--- src/asi_pkg.sv ---
// Shared types, constants and helper functions of the arc segment interpolator.
// No dependencies; every other file of the block refers to this package by scoped names.
`default_nettype none

package asi_pkg;

  // Angles are 2^29 per radian, held in ANG_W-bit signed words.
  localparam int ANG_W = 34;
  // CORDIC datapath word, wide enough for the gain on a 33-bit vector.
  localparam int XY_W = 36;
  localparam int K_W = 5;

  localparam logic signed [ANG_W-1:0] ANG_PI = 34'sd1686629713;
  localparam logic signed [ANG_W-1:0] ANG_TWO_PI = 34'sd3373259426;
  localparam logic signed [ANG_W-1:0] ANG_HALF_PI = 34'sd843314857;
  localparam logic [31:0] RADIUS_MIN = 32'd6554;
  localparam logic [29:0] INV_GAIN_Q30 = 30'd652032874;

  localparam logic [1:0] CFG_ABSOLUTE_MODE = 2'd0;
  localparam logic [1:0] CFG_WORK_OFFSET_X = 2'd1;
  localparam logic [1:0] CFG_WORK_OFFSET_Y = 2'd2;
  localparam logic [1:0] CFG_SPEED_SCALE = 2'd3;

  // One queued command, resolved by the front end.
  typedef struct packed {
    logic              is_tick;
    logic signed [31:0] start_x;
    logic signed [31:0] start_y;
    logic signed [31:0] end_x;
    logic signed [31:0] end_y;
    logic signed [31:0] off_i;
    logic signed [31:0] off_j;
    logic              cw;
    logic [31:0]       feed;
  } cmd_t;

  typedef struct packed {
    logic                     start;
    logic                     vector;
    logic signed [XY_W-1:0]   x;
    logic signed [XY_W-1:0]   y;
    logic signed [ANG_W-1:0]  z;
  } cordic_req_t;

  typedef struct packed {
    logic                     done;
    logic signed [XY_W-1:0]   x;
    logic signed [XY_W-1:0]   y;
    logic signed [ANG_W-1:0]  z;
  } cordic_rsp_t;

  function automatic logic signed [31:0] sat32(input logic signed [39:0] v);
    if (v > 40'sd2147483647) begin
      return 32'sh7FFFFFFF;
    end else if (v < -40'sd2147483648) begin
      return 32'sh80000000;
    end else begin
      return v[31:0];
    end
  endfunction

  function automatic logic [31:0] abs32(input logic signed [31:0] v);
    logic signed [31:0] n;
    n = -v;
    return v[31] ? n : v;
  endfunction

  function automatic logic signed [ANG_W-1:0] atan_lut(input logic [K_W-1:0] k);
    logic signed [ANG_W-1:0] a;
    unique case (k)
      5'd0:  a = 34'sd421657428;
      5'd1:  a = 34'sd248918915;
      5'd2:  a = 34'sd131521918;
      5'd3:  a = 34'sd66762579;
      5'd4:  a = 34'sd33510843;
      5'd5:  a = 34'sd16771758;
      5'd6:  a = 34'sd8387925;
      5'd7:  a = 34'sd4194219;
      5'd8:  a = 34'sd2097141;
      5'd9:  a = 34'sd1048575;
      5'd10: a = 34'sd524288;
      5'd11: a = 34'sd262144;
      5'd12: a = 34'sd131072;
      5'd13: a = 34'sd65536;
      5'd14: a = 34'sd32768;
      5'd15: a = 34'sd16384;
      5'd16: a = 34'sd8192;
      5'd17: a = 34'sd4096;
      5'd18: a = 34'sd2048;
      5'd19: a = 34'sd1024;
      5'd20: a = 34'sd512;
      5'd21: a = 34'sd256;
      5'd22: a = 34'sd128;
      5'd23: a = 34'sd64;
      5'd24: a = 34'sd32;
      5'd25: a = 34'sd16;
      5'd26: a = 34'sd8;
      5'd27: a = 34'sd4;
      5'd28: a = 34'sd2;
      5'd29: a = 34'sd1;
      default: a = 34'sd0;
    endcase
    return a;
  endfunction

endpackage

`default_nettype wire

--- src/asi_queue.sv ---
// Two-entry command queue between the front end and the sequencer.
// Depends on asi_pkg for the command type.
`default_nettype none

module asi_queue (
  input  wire logic     clk_i,
  input  wire logic     rst_ni,
  input  wire logic     push_i,
  input  asi_pkg::cmd_t push_data_i,
  output logic          full_o,
  output logic          valid_o,
  output asi_pkg::cmd_t data_o,
  input  wire logic     pop_i
);

  asi_pkg::cmd_t mem_q [2];
  logic wptr_q, wptr_d, rptr_q, rptr_d;
  logic [1:0] count_q, count_d;
  logic do_push, do_pop;

  assign full_o  = (count_q == 2'd2);
  assign valid_o = (count_q != 2'd0);
  assign data_o  = mem_q[rptr_q];
  assign do_push = push_i && !full_o;
  assign do_pop  = pop_i && valid_o;

  always_comb begin
    wptr_d  = do_push ? !wptr_q : wptr_q;
    rptr_d  = do_pop ? !rptr_q : rptr_q;
    count_d = count_q + (do_push ? 2'd1 : 2'd0) - (do_pop ? 2'd1 : 2'd0);
  end

  always_ff @(posedge clk_i or negedge rst_ni) begin
    if (!rst_ni) begin
      wptr_q  <= 1'b0;
      rptr_q  <= 1'b0;
      count_q <= 2'd0;
    end else begin
      wptr_q  <= wptr_d;
      rptr_q  <= rptr_d;
      count_q <= count_d;
    end
  end

  always_ff @(posedge clk_i) begin
    if (do_push) begin
      mem_q[wptr_q] <= push_data_i;
    end
  end

endmodule

`default_nettype wire

--- config.mk ---
export PLATFORM = sky130hd
export DESIGN_NAME = asi_queue
export DESIGN_NICKNAME = d
export VERILOG_FILES = /design/src/asi_pkg.sv /design/src/asi_queue.sv
export SDC_FILE = /design/constraint.sdc
export NUM_CORES = 1
export LEC_CHECK = 0
export BUFFER_PORTS_ARGS = -buffer_cell sky130_fd_sc_hd__buf_2
export CORE_ASPECT_RATIO = 1.5
export CORE_UTILIZATION = 47
export CTS_CLUSTER_SIZE = 20
export DETAILED_ROUTE_END_ITERATION = 10
export PLACE_DENSITY = 0.77
export SETUP_SLACK_MARGIN = 0.15
export SLEW_MARGIN = 20
export SYNTH_ARGS = -nofsm -noshare
export SYNTH_HDL_FRONTEND = slang
export SYNTH_SLANG_ARGS = --single-unit
--- constraint.sdc ---
create_clock -name clk_i -period 10.1 [get_ports clk_i]
set_clock_uncertainty 0.1 [all_clocks]
set_input_delay 2.02 -clock clk_i [delete_from_list [all_inputs] [get_ports clk_i]]
set_output_delay 2.02 -clock clk_i [all_outputs]
set_load 0.005 [all_outputs]
==> results.toml <==
[status]
status = "complete, but fails checks"
violations = "design-rule violations"

[worst_setup_path]
start_kind = "register"
critPathRequiredTime_ps = 7980
r2r_end = "mem_q[0][80]"
crit_type = "reg2out"
arrival_ps = 3050
rrSetupSlack_ps = 7240
end_kind = "primary output"
reg2reg_depth = 4
path_max_fanout = 80
r2r_start = "count_q[1]"

[min_path]
min_path_type = "reg2reg"
worstHoldPathCells = 1
holdPathEnd = "count_q[0]"
hold_path.startpoint = "count_q[0]"

[grt]
antenna_found_initial = 14
grt_pass1_vias = 8914
grt-ovfl-total = 0
groute.usage.overall_pct = 17.7
grt_start_max_net_pins = 196
grt_pass1_wl_um = 47900

[synthesis]
syn-num-nets = 953
yosysWarnings = 0
ys_ff_latch = 456
postSynthCellCount = 721
syn_area_sq_um = 16600
avgSynthCellArea_sq_um = 23.0
yosys-top-cells-area = "edfxtp_1, mux2_2, mux2_4"
synth_top_area_share_pct = 81.7
synth_cell_types = 17
yosysSeqAreaShare_pct = 82.3
synth_top_area_cell = "edfxtp_1"

[sta]
final_max_slew_viol_count = 0
final.min_clock_period_ps = 5170
hold_viol = 0
clock.fmax_ghz = 0.193
setup_viol = 0
tns_ps = 0
rsz0062_at_grt = "no"
layout_setup_ws_ps = 4930
worstMarginPinSlew_ps = 1130
fin_crit_sh_pct = 51.2
max_slew_margin_pct = 24.6
hold-worst-slack_ps = 414

[clock_network]
clock_sinks = 456
cts_made_buffers = 42
cts_buffer_depth = 3
cts_resized = 0
htree_levels = 2
cts_tree = "done"
clkSlewWorstSetupHoldPaths_ps = 60
post-cts-setup-buffer-count = 0
worstSkewPairLatency_ps = 530
cts_hold_buf = 0
clockRootBuffer = "clkbuf_16"

[layout]
regArea_sq_um = 13700
final_core_util_pct = 59.6
drive_gt1_share_pct = 60.7
area_growth_pct = 25.1
layout.nets = 1437
fillers = 2597
multi_input_area_sq_um = 2760
fin_cells = 1717
fin_area_sq_um = 20800

[route]
antenna_left = 0
num_vias = 8524
drt-vias-per-instance = 4.96
drt_pre_antenna_iters = 7
drt_iter0_drc = 381
post_drt_wl_per_cell_um = 19.5
wirelength_um = 33500
drc = 2

[power]
total_power_mw = 5.84
pwr_density_cell_nw_per_um2 = 281
max-vdd-ir-drop_mv = 0.215
p_leak_nw = 7.81

[die]
top_level_ports = 458
dieWidth_um = 155
core_area_sq_um = 34900
rows = 84
fp.dieH_um = 232
die_area_sq_um = 36100
start_util_pct = 47.6

[job]
drv_cap = 0

[placement]
place_ws_ps = 5200
dp.cells = 1632
port_buffers = 457
dpl.hpwl_um = 22400
placed_area_sq_um = 19400
place.gp.congestion = 0.778
-- synthesized netlist by cell type --
master and number:
and2_1 1, and3_1 1, buf_2 10, buf_4 11
buf_6 4, dfrtp_1 4, edfxtp_1 452, ha_1 2
inv_1 2, mux2_2 196, mux2_4 30, nand2_1 1
nand2b_1 1, nor2_1 1, or2_2 1, xnor2_1 3
xor2_1 1
-- placed cells by master, fill, tap and decap left out, types with 2 or more instances in the layout --
cell type | netlist | layout
buf_16 | 0 | 2
buf_2 | 10 | 457
buf_4 | 11 | 4
bufinv_16 | 0 | 4
clkbuf_1 | 0 | 9
clkbuf_16 | 0 | 43
clkinv_1 | 0 | 9
clkinv_2 | 0 | 4
dfrtp_1 | 4 | 3
diode_2 | 0 | 11
edfxtp_1 | 452 | 452
ha_1 | 2 | 2
inv_1 | 2 | 2
mux2_2 | 196 | 196
mux2_4 | 30 | 30
xnor2_1 | 3 | 3
-- registers in the layout (all words and copies together), names as in the netlist --
register and cells:
count_q 2, mem_q 452, rptr_q 1, wptr_q 1
-- cell type report --
type	count	area share, %
clock buffers	52	5.34
clock inverters	20	0.975
diodes	11	0.132
repair buffers	465	11.6
inverters	2	0.0361
well taps	473	2.85
multi-input cells	238	13.3
flip-flops and latches	456	65.8
-- power breakdown --
group	internal, mW	switching (mW)	total, mW
clock network	0.881	0.638	1.52
registers	2.59	0.111	2.70
logic	0.804	0.811	1.61
-- worst max-delay path by stage --
stage,cells past startpoint,slack [ps],end,from
5_1_grt,4,4750,data_o[79],rptr_q
3_3_place_gp,3,5200,data_o[105],rptr_q
2_1_floorplan,2,1530,mem_q[0][0],push_i
3_5_place_dp,3,5200,data_o[90],rptr_q
4_1_cts,3,4630,data_o[151],rptr_q
6_report,4,4930,data_o[146],rptr_q
-- logic make-up after synthesis --
logic type    share of synthesized area [%]
xor+xnor                              0.211
fa+ha+maj                             0.151
buf+inv                                1.11
flops                                  82.3
mux                                    16.0
simple gates                          0.196
-- worst max-delay path, cell delays in order (launching register included) --
cell and delay, ps:
dfrtp_4 670, buf_16 300, buf_4 860, mux2_2 430, buf_2 130
-- layer usage --
metal  up-vias  share of wire (%)  track usage (%)
met3       102                7.3             5.36
met4         8                4.6             10.4
met1      4201                 35             18.4
met5         -               0.17                0
met2       356                 53             31.3
li1       3857                  -                -
(Power assumes the default switching activity.)
