$ cat src/asi_pkg.sv
// Shared types, constants and helper functions of the arc segment interpolator.
// No dependencies; every other file of the block refers to this package by scoped names.
`default_nettype none

package asi_pkg;

  // Angles are 2^29 per radian, held in ANG_W-bit signed words.
  localparam int ANG_W = 34;
  // CORDIC datapath word, wide enough for the gain on a 33-bit vector.
  localparam int XY_W = 36;
  localparam int K_W = 5;

  localparam logic signed [ANG_W-1:0] ANG_PI = 34'sd1686629713;
  localparam logic signed [ANG_W-1:0] ANG_TWO_PI = 34'sd3373259426;
  localparam logic signed [ANG_W-1:0] ANG_HALF_PI = 34'sd843314857;
  localparam logic [31:0] RADIUS_MIN = 32'd6554;
  localparam logic [29:0] INV_GAIN_Q30 = 30'd652032874;

  localparam logic [1:0] CFG_ABSOLUTE_MODE = 2'd0;
  localparam logic [1:0] CFG_WORK_OFFSET_X = 2'd1;
  localparam logic [1:0] CFG_WORK_OFFSET_Y = 2'd2;
  localparam logic [1:0] CFG_SPEED_SCALE = 2'd3;

  // One queued command, resolved by the front end.
  typedef struct packed {
    logic              is_tick;
    logic signed [31:0] start_x;
    logic signed [31:0] start_y;
    logic signed [31:0] end_x;
    logic signed [31:0] end_y;
    logic signed [31:0] off_i;
    logic signed [31:0] off_j;
    logic              cw;
    logic [31:0]       feed;
  } cmd_t;

  typedef struct packed {
    logic                     start;
    logic                     vector;
    logic signed [XY_W-1:0]   x;
    logic signed [XY_W-1:0]   y;
    logic signed [ANG_W-1:0]  z;
  } cordic_req_t;

  typedef struct packed {
    logic                     done;
    logic signed [XY_W-1:0]   x;
    logic signed [XY_W-1:0]   y;
    logic signed [ANG_W-1:0]  z;
  } cordic_rsp_t;

  function automatic logic signed [31:0] sat32(input logic signed [39:0] v);
    if (v > 40'sd2147483647) begin
      return 32'sh7FFFFFFF;
    end else if (v < -40'sd2147483648) begin
      return 32'sh80000000;
    end else begin
      return v[31:0];
    end
  endfunction

  function automatic logic [31:0] abs32(input logic signed [31:0] v);
    logic signed [31:0] n;
    n = -v;
    return v[31] ? n : v;
  endfunction

  function automatic logic signed [ANG_W-1:0] atan_lut(input logic [K_W-1:0] k);
    logic signed [ANG_W-1:0] a;
    unique case (k)
      5'd0:  a = 34'sd421657428;
      5'd1:  a = 34'sd248918915;
      5'd2:  a = 34'sd131521918;
      5'd3:  a = 34'sd66762579;
      5'd4:  a = 34'sd33510843;
      5'd5:  a = 34'sd16771758;
      5'd6:  a = 34'sd8387925;
      5'd7:  a = 34'sd4194219;
      5'd8:  a = 34'sd2097141;
      5'd9:  a = 34'sd1048575;
      5'd10: a = 34'sd524288;
      5'd11: a = 34'sd262144;
      5'd12: a = 34'sd131072;
      5'd13: a = 34'sd65536;
      5'd14: a = 34'sd32768;
      5'd15: a = 34'sd16384;
      5'd16: a = 34'sd8192;
      5'd17: a = 34'sd4096;
      5'd18: a = 34'sd2048;
      5'd19: a = 34'sd1024;
      5'd20: a = 34'sd512;
      5'd21: a = 34'sd256;
      5'd22: a = 34'sd128;
      5'd23: a = 34'sd64;
      5'd24: a = 34'sd32;
      5'd25: a = 34'sd16;
      5'd26: a = 34'sd8;
      5'd27: a = 34'sd4;
      5'd28: a = 34'sd2;
      5'd29: a = 34'sd1;
      default: a = 34'sd0;
    endcase
    return a;
  endfunction

endpackage

`default_nettype wire

$ cat src/asi_front.sv
// Front end: classifies each input item and resolves end point and feed.
// Depends on asi_pkg.
`default_nettype none

module asi_front (
  input  wire logic               req_type_i,
  input  wire logic signed [31:0] start_x_i,
  input  wire logic signed [31:0] start_y_i,
  input  wire logic signed [31:0] word_x_i,
  input  wire logic signed [31:0] word_y_i,
  input  wire logic               has_x_i,
  input  wire logic               has_y_i,
  input  wire logic signed [31:0] off_i_i,
  input  wire logic signed [31:0] off_j_i,
  input  wire logic               clockwise_i,
  input  wire logic [23:0]        feed_rate_i,
  input  wire logic               absolute_mode_i,
  input  wire logic signed [31:0] work_offset_x_i,
  input  wire logic signed [31:0] work_offset_y_i,
  input  wire logic [15:0]        speed_scale_i,
  output asi_pkg::cmd_t           cmd_o
);

  logic [39:0] feed_prod;
  logic signed [31:0] end_x, end_y;

  assign feed_prod = 40'(feed_rate_i) * 40'(speed_scale_i);

  always_comb begin
    if (absolute_mode_i) begin
      end_x = has_x_i ? asi_pkg::sat32(40'(word_x_i) + 40'(work_offset_x_i)) : start_x_i;
      end_y = has_y_i ? asi_pkg::sat32(40'(word_y_i) + 40'(work_offset_y_i)) : start_y_i;
    end else begin
      end_x = asi_pkg::sat32(40'(start_x_i) + (has_x_i ? 40'(word_x_i) : 40'sd0));
      end_y = asi_pkg::sat32(40'(start_y_i) + (has_y_i ? 40'(word_y_i) : 40'sd0));
    end
  end

  always_comb begin
    cmd_o.is_tick = req_type_i;
    cmd_o.start_x = start_x_i;
    cmd_o.start_y = start_y_i;
    cmd_o.end_x   = end_x;
    cmd_o.end_y   = end_y;
    cmd_o.off_i   = off_i_i;
    cmd_o.off_j   = off_j_i;
    cmd_o.cw      = clockwise_i;
    cmd_o.feed    = feed_prod[39:8];
  end

endmodule

`default_nettype wire

$ cat config.mk
export PLATFORM = sky130hd
export DESIGN_NAME = asi_front
export DESIGN_NICKNAME = d
export VERILOG_FILES = /design/src/asi_pkg.sv /design/src/asi_front.sv
export SDC_FILE = /design/constraint.sdc
export NUM_CORES = 1
export LEC_CHECK = 0
export ABC_AREA = 0
export BUFFER_PORTS_ARGS = -buffer_cell sky130_fd_sc_hd__buf_2
export CAP_MARGIN = 10
export CORE_MARGIN = 5
export CORE_UTILIZATION = 55
export DETAILED_ROUTE_END_ITERATION = 8
export GPL_ROUTABILITY_DRIVEN = 0
export PLACE_DENSITY = 0.82
export SLEW_MARGIN = 5
export SYNTH_ARGS = -nofsm -noshare
export SYNTH_HDL_FRONTEND = slang
export SYNTH_SLANG_ARGS = --single-unit
export TNS_END_PERCENT = 5
$ cat constraint.sdc
create_clock -name vclk -period 14.3
set_clock_uncertainty 0.1 [all_clocks]
set_input_delay 0.715 -clock vclk [all_inputs]
set_output_delay 0.715 -clock vclk [all_outputs]
set_load 0.02 [all_outputs]
==> results.json <==
{
  "cts_hold_buf": 0,
  "grtUsageTotal_pct": 29.1,
  "cts-resized-gates": 0,
  "std_cell_rows": 72,
  "fmax_ghz": 0.117,
  "grt_max_degree": 69,
  "rsz0062_at_grt": "false",
  "grt_pass1_wl_um": 107000,
  "seqCellArea_um2": 0,
  "worst-path-max-fanout": 24,
  "setup_viol": 0,
  "post-place-ws_ns": 5.82,
  "syn_nets": 3632,
  "synth_area_leaders": "fa_1 (28%), ha_1 (14%), and2_1 (6.6%)",
  "avgSynthCellArea_um2": 7.82,
  "io_buffers": 395,
  "drt_iter0_markers": 1776,
  "syn_inst": 2785,
  "drive_gt1_share_pct": 14.8,
  "finalWorstSetupSlack_ns": 5.75,
  "crit_cells": 21,
  "n_sequential_cell": 0,
  "crit_path_end": "cmd_o[31]",
  "ir_drop_mv": 0.733,
  "outcome": "finished clean",
  "cp-end-kind": "primary output",
  "core_region_area_mm2": 0.0389,
  "max_cap_viol_count": 0,
  "insertedDiodeCount": 0,
  "synth_cell_type_count": 79,
  "cp_num_buf_inv": 3,
  "cp.required_ns": 13.49,
  "initial_core_util_pct": 55.9,
  "vias": 20700,
  "critical_path.startpoint_type": "input port",
  "critPathLaunch": "speed_scale_i[1]",
  "yosysTopAreaCell": "fa_1",
  "p_per_area_mw_per_mm2": 256,
  "relSlewSlack_pct": 26.2,
  "post_cts_buffers": 0,
  "hold_violations": 0,
  "min_period_ns": 8.55,
  "antenna_left": 0,
  "drt_first_pass_iters": 5,
  "grt_overflow": 0,
  "synth_top_cell_area_share_pct": 28.4,
  "ys_warn_count": 0,
  "ys_seq_area_share_pct": 0,
  "netlist_area_mm2": 0.0218,
  "dp_hpwl_um": 55600,
  "vias_per_cell": 6.02,
  "clkbuf_count": 0,
  "max_stage_delay_ns": 0.79,
  "io_pins": 527,
  "dieArea_mm2": 0.0437,
  "yosysMostFrequentCell": "inv_1",
  "critPathMostFrequentCell": "fa_1",
  "crit_slowest_cell": "o31ai_1",
  "wl_per_cell_um": 19.3,
  "cp.arrival_ns": 7.74,
  "area_growth_pct": 5.41,
  "leakage_nw": 11.9,
  "final-max-slew-violation-count": 0,
  "wl_um": 66500,
  "antenna_found_initial": 1,
  "holdCritPathClass": "input port to primary output",
  "worstPathCellList": "buf_2 -> nand2_1 -> fa_1 -> fa_1 -> fa_1 -> fa_1 -> inv_1 -> fa_1 -> fa_1 -> ha_1 -> a21o_1 -> a21o_1 -> a41oi_1 -> o31ai_1 -> a21oi_2 -> o31ai_1 -> nor2b_1 -> a2111oi_2 -> o21ai_1 -> xnor2_1 -> buf_2",
  "setup_tns_ns": 0,
  "drc": 0,
  "n_fill_cell": 3493,
  "critPathTopFamily": "adder cells",
  "grt_pass1_vias": 21200,
  "finalCritPeriodShare_pct": 59.8,
  "worstMarginPinSlew_ns": 1.11,
  "die_y_um": 209,
  "path_class": "input port to primary output",
  "die_w_um": 209,
  "num-nets-final": 3770,
  "synth_common_cells": "inv_1 (370), nand2_1 (358), fa_1 (309), ha_1 (237), and2_1 (229)"
}
## worst min path at each step
stage	startpoint	endpoint	slack (ns)	depth (start not counted)
final	off_j_i[6]	cmd_o[39]	1.33	0
after global routing	off_j_i[16]	cmd_o[49]	1.33	0
after CTS	off_j_i[17]	cmd_o[50]	1.33	0
after detailed placement	off_j_i[17]	cmd_o[50]	1.33	0
after global placement	off_j_i[17]	cmd_o[50]	1.33	0
after floorplan	start_y_i[0]	cmd_o[161]	1.44	1
## power by group
group,switching [mW],internal [mW]
sequential,0,0
combinational,3.63,2.26
clock,0,0
total,3.63,2.26
## metrics by stage
| step | instances | power (mW) | cell area [µm²] | hold slack, ns | utilization [%] |
|---|---|---|---|---|---|
| floorplan | 2785 | 4.18 | 21800 | 1.44 | - |
| global placement | 3439 | 5.73 | 22900 | 1.33 | 59.0 |
| detailed placement | 3439 | 5.88 | 22900 | 1.33 | 59.0 |
| CTS | 3439 | 5.91 | 22900 | 1.33 | 59.0 |
| global route | 3439 | 6.48 | 22900 | 1.33 | 59.0 |
| finish | 3439 | 5.88 | 22900 | 1.33 | 59.0 |
## cells by family after synthesis
| group | Yosys count | synth area share, % |
|---|---|---|
| fa+ha+maj | 567 | 43.0 |
| xor+xnor | 139 | 5.59 |
| simple gates | 811 | 18.2 |
| compound gates | 605 | 18.6 |
| mux | 26 | 1.21 |
| buf+inv | 637 | 13.4 |
## metal layers
metal	GRT usage, %	part of all wire, %	vias to the layer above
met5	0	0	-
met4	9.59	4.2	0
met3	5.04	10	234
met2	49.1	47	1270
met1	38.1	39	9853
li1	-	-	9337
## cells in the final DEF, fill, tap and decap left out, types with 21 or more instances in the layout
master    instances
mux2i_1          22
xnor2_1          98
o21ai_0         113
nand4_1          23
a21oi_1         159
nor2_1           72
a22oi_1          22
a211oi_1         22
nand2b_1         21
xor2_1           40
o21a_1           25
nor3_1           22
nand2_1         358
o211ai_1         23
fa_1            309
ha_1            237
and2_1          229
maj3_1           21
nand3_1          31
buf_2           395
inv_1           370
a211o_1          23
a21o_1           80
## final cells by class
type,count,area [µm²],share of cell area [%]
Multi-Input combinational cell,2148,18900,82.3
Timing Repair Buffer,402,2030,8.84
Inverter,371,1390,6.07
Tap cell,518,648,2.82
Note: power is estimated with default switching activity, not from simulation.
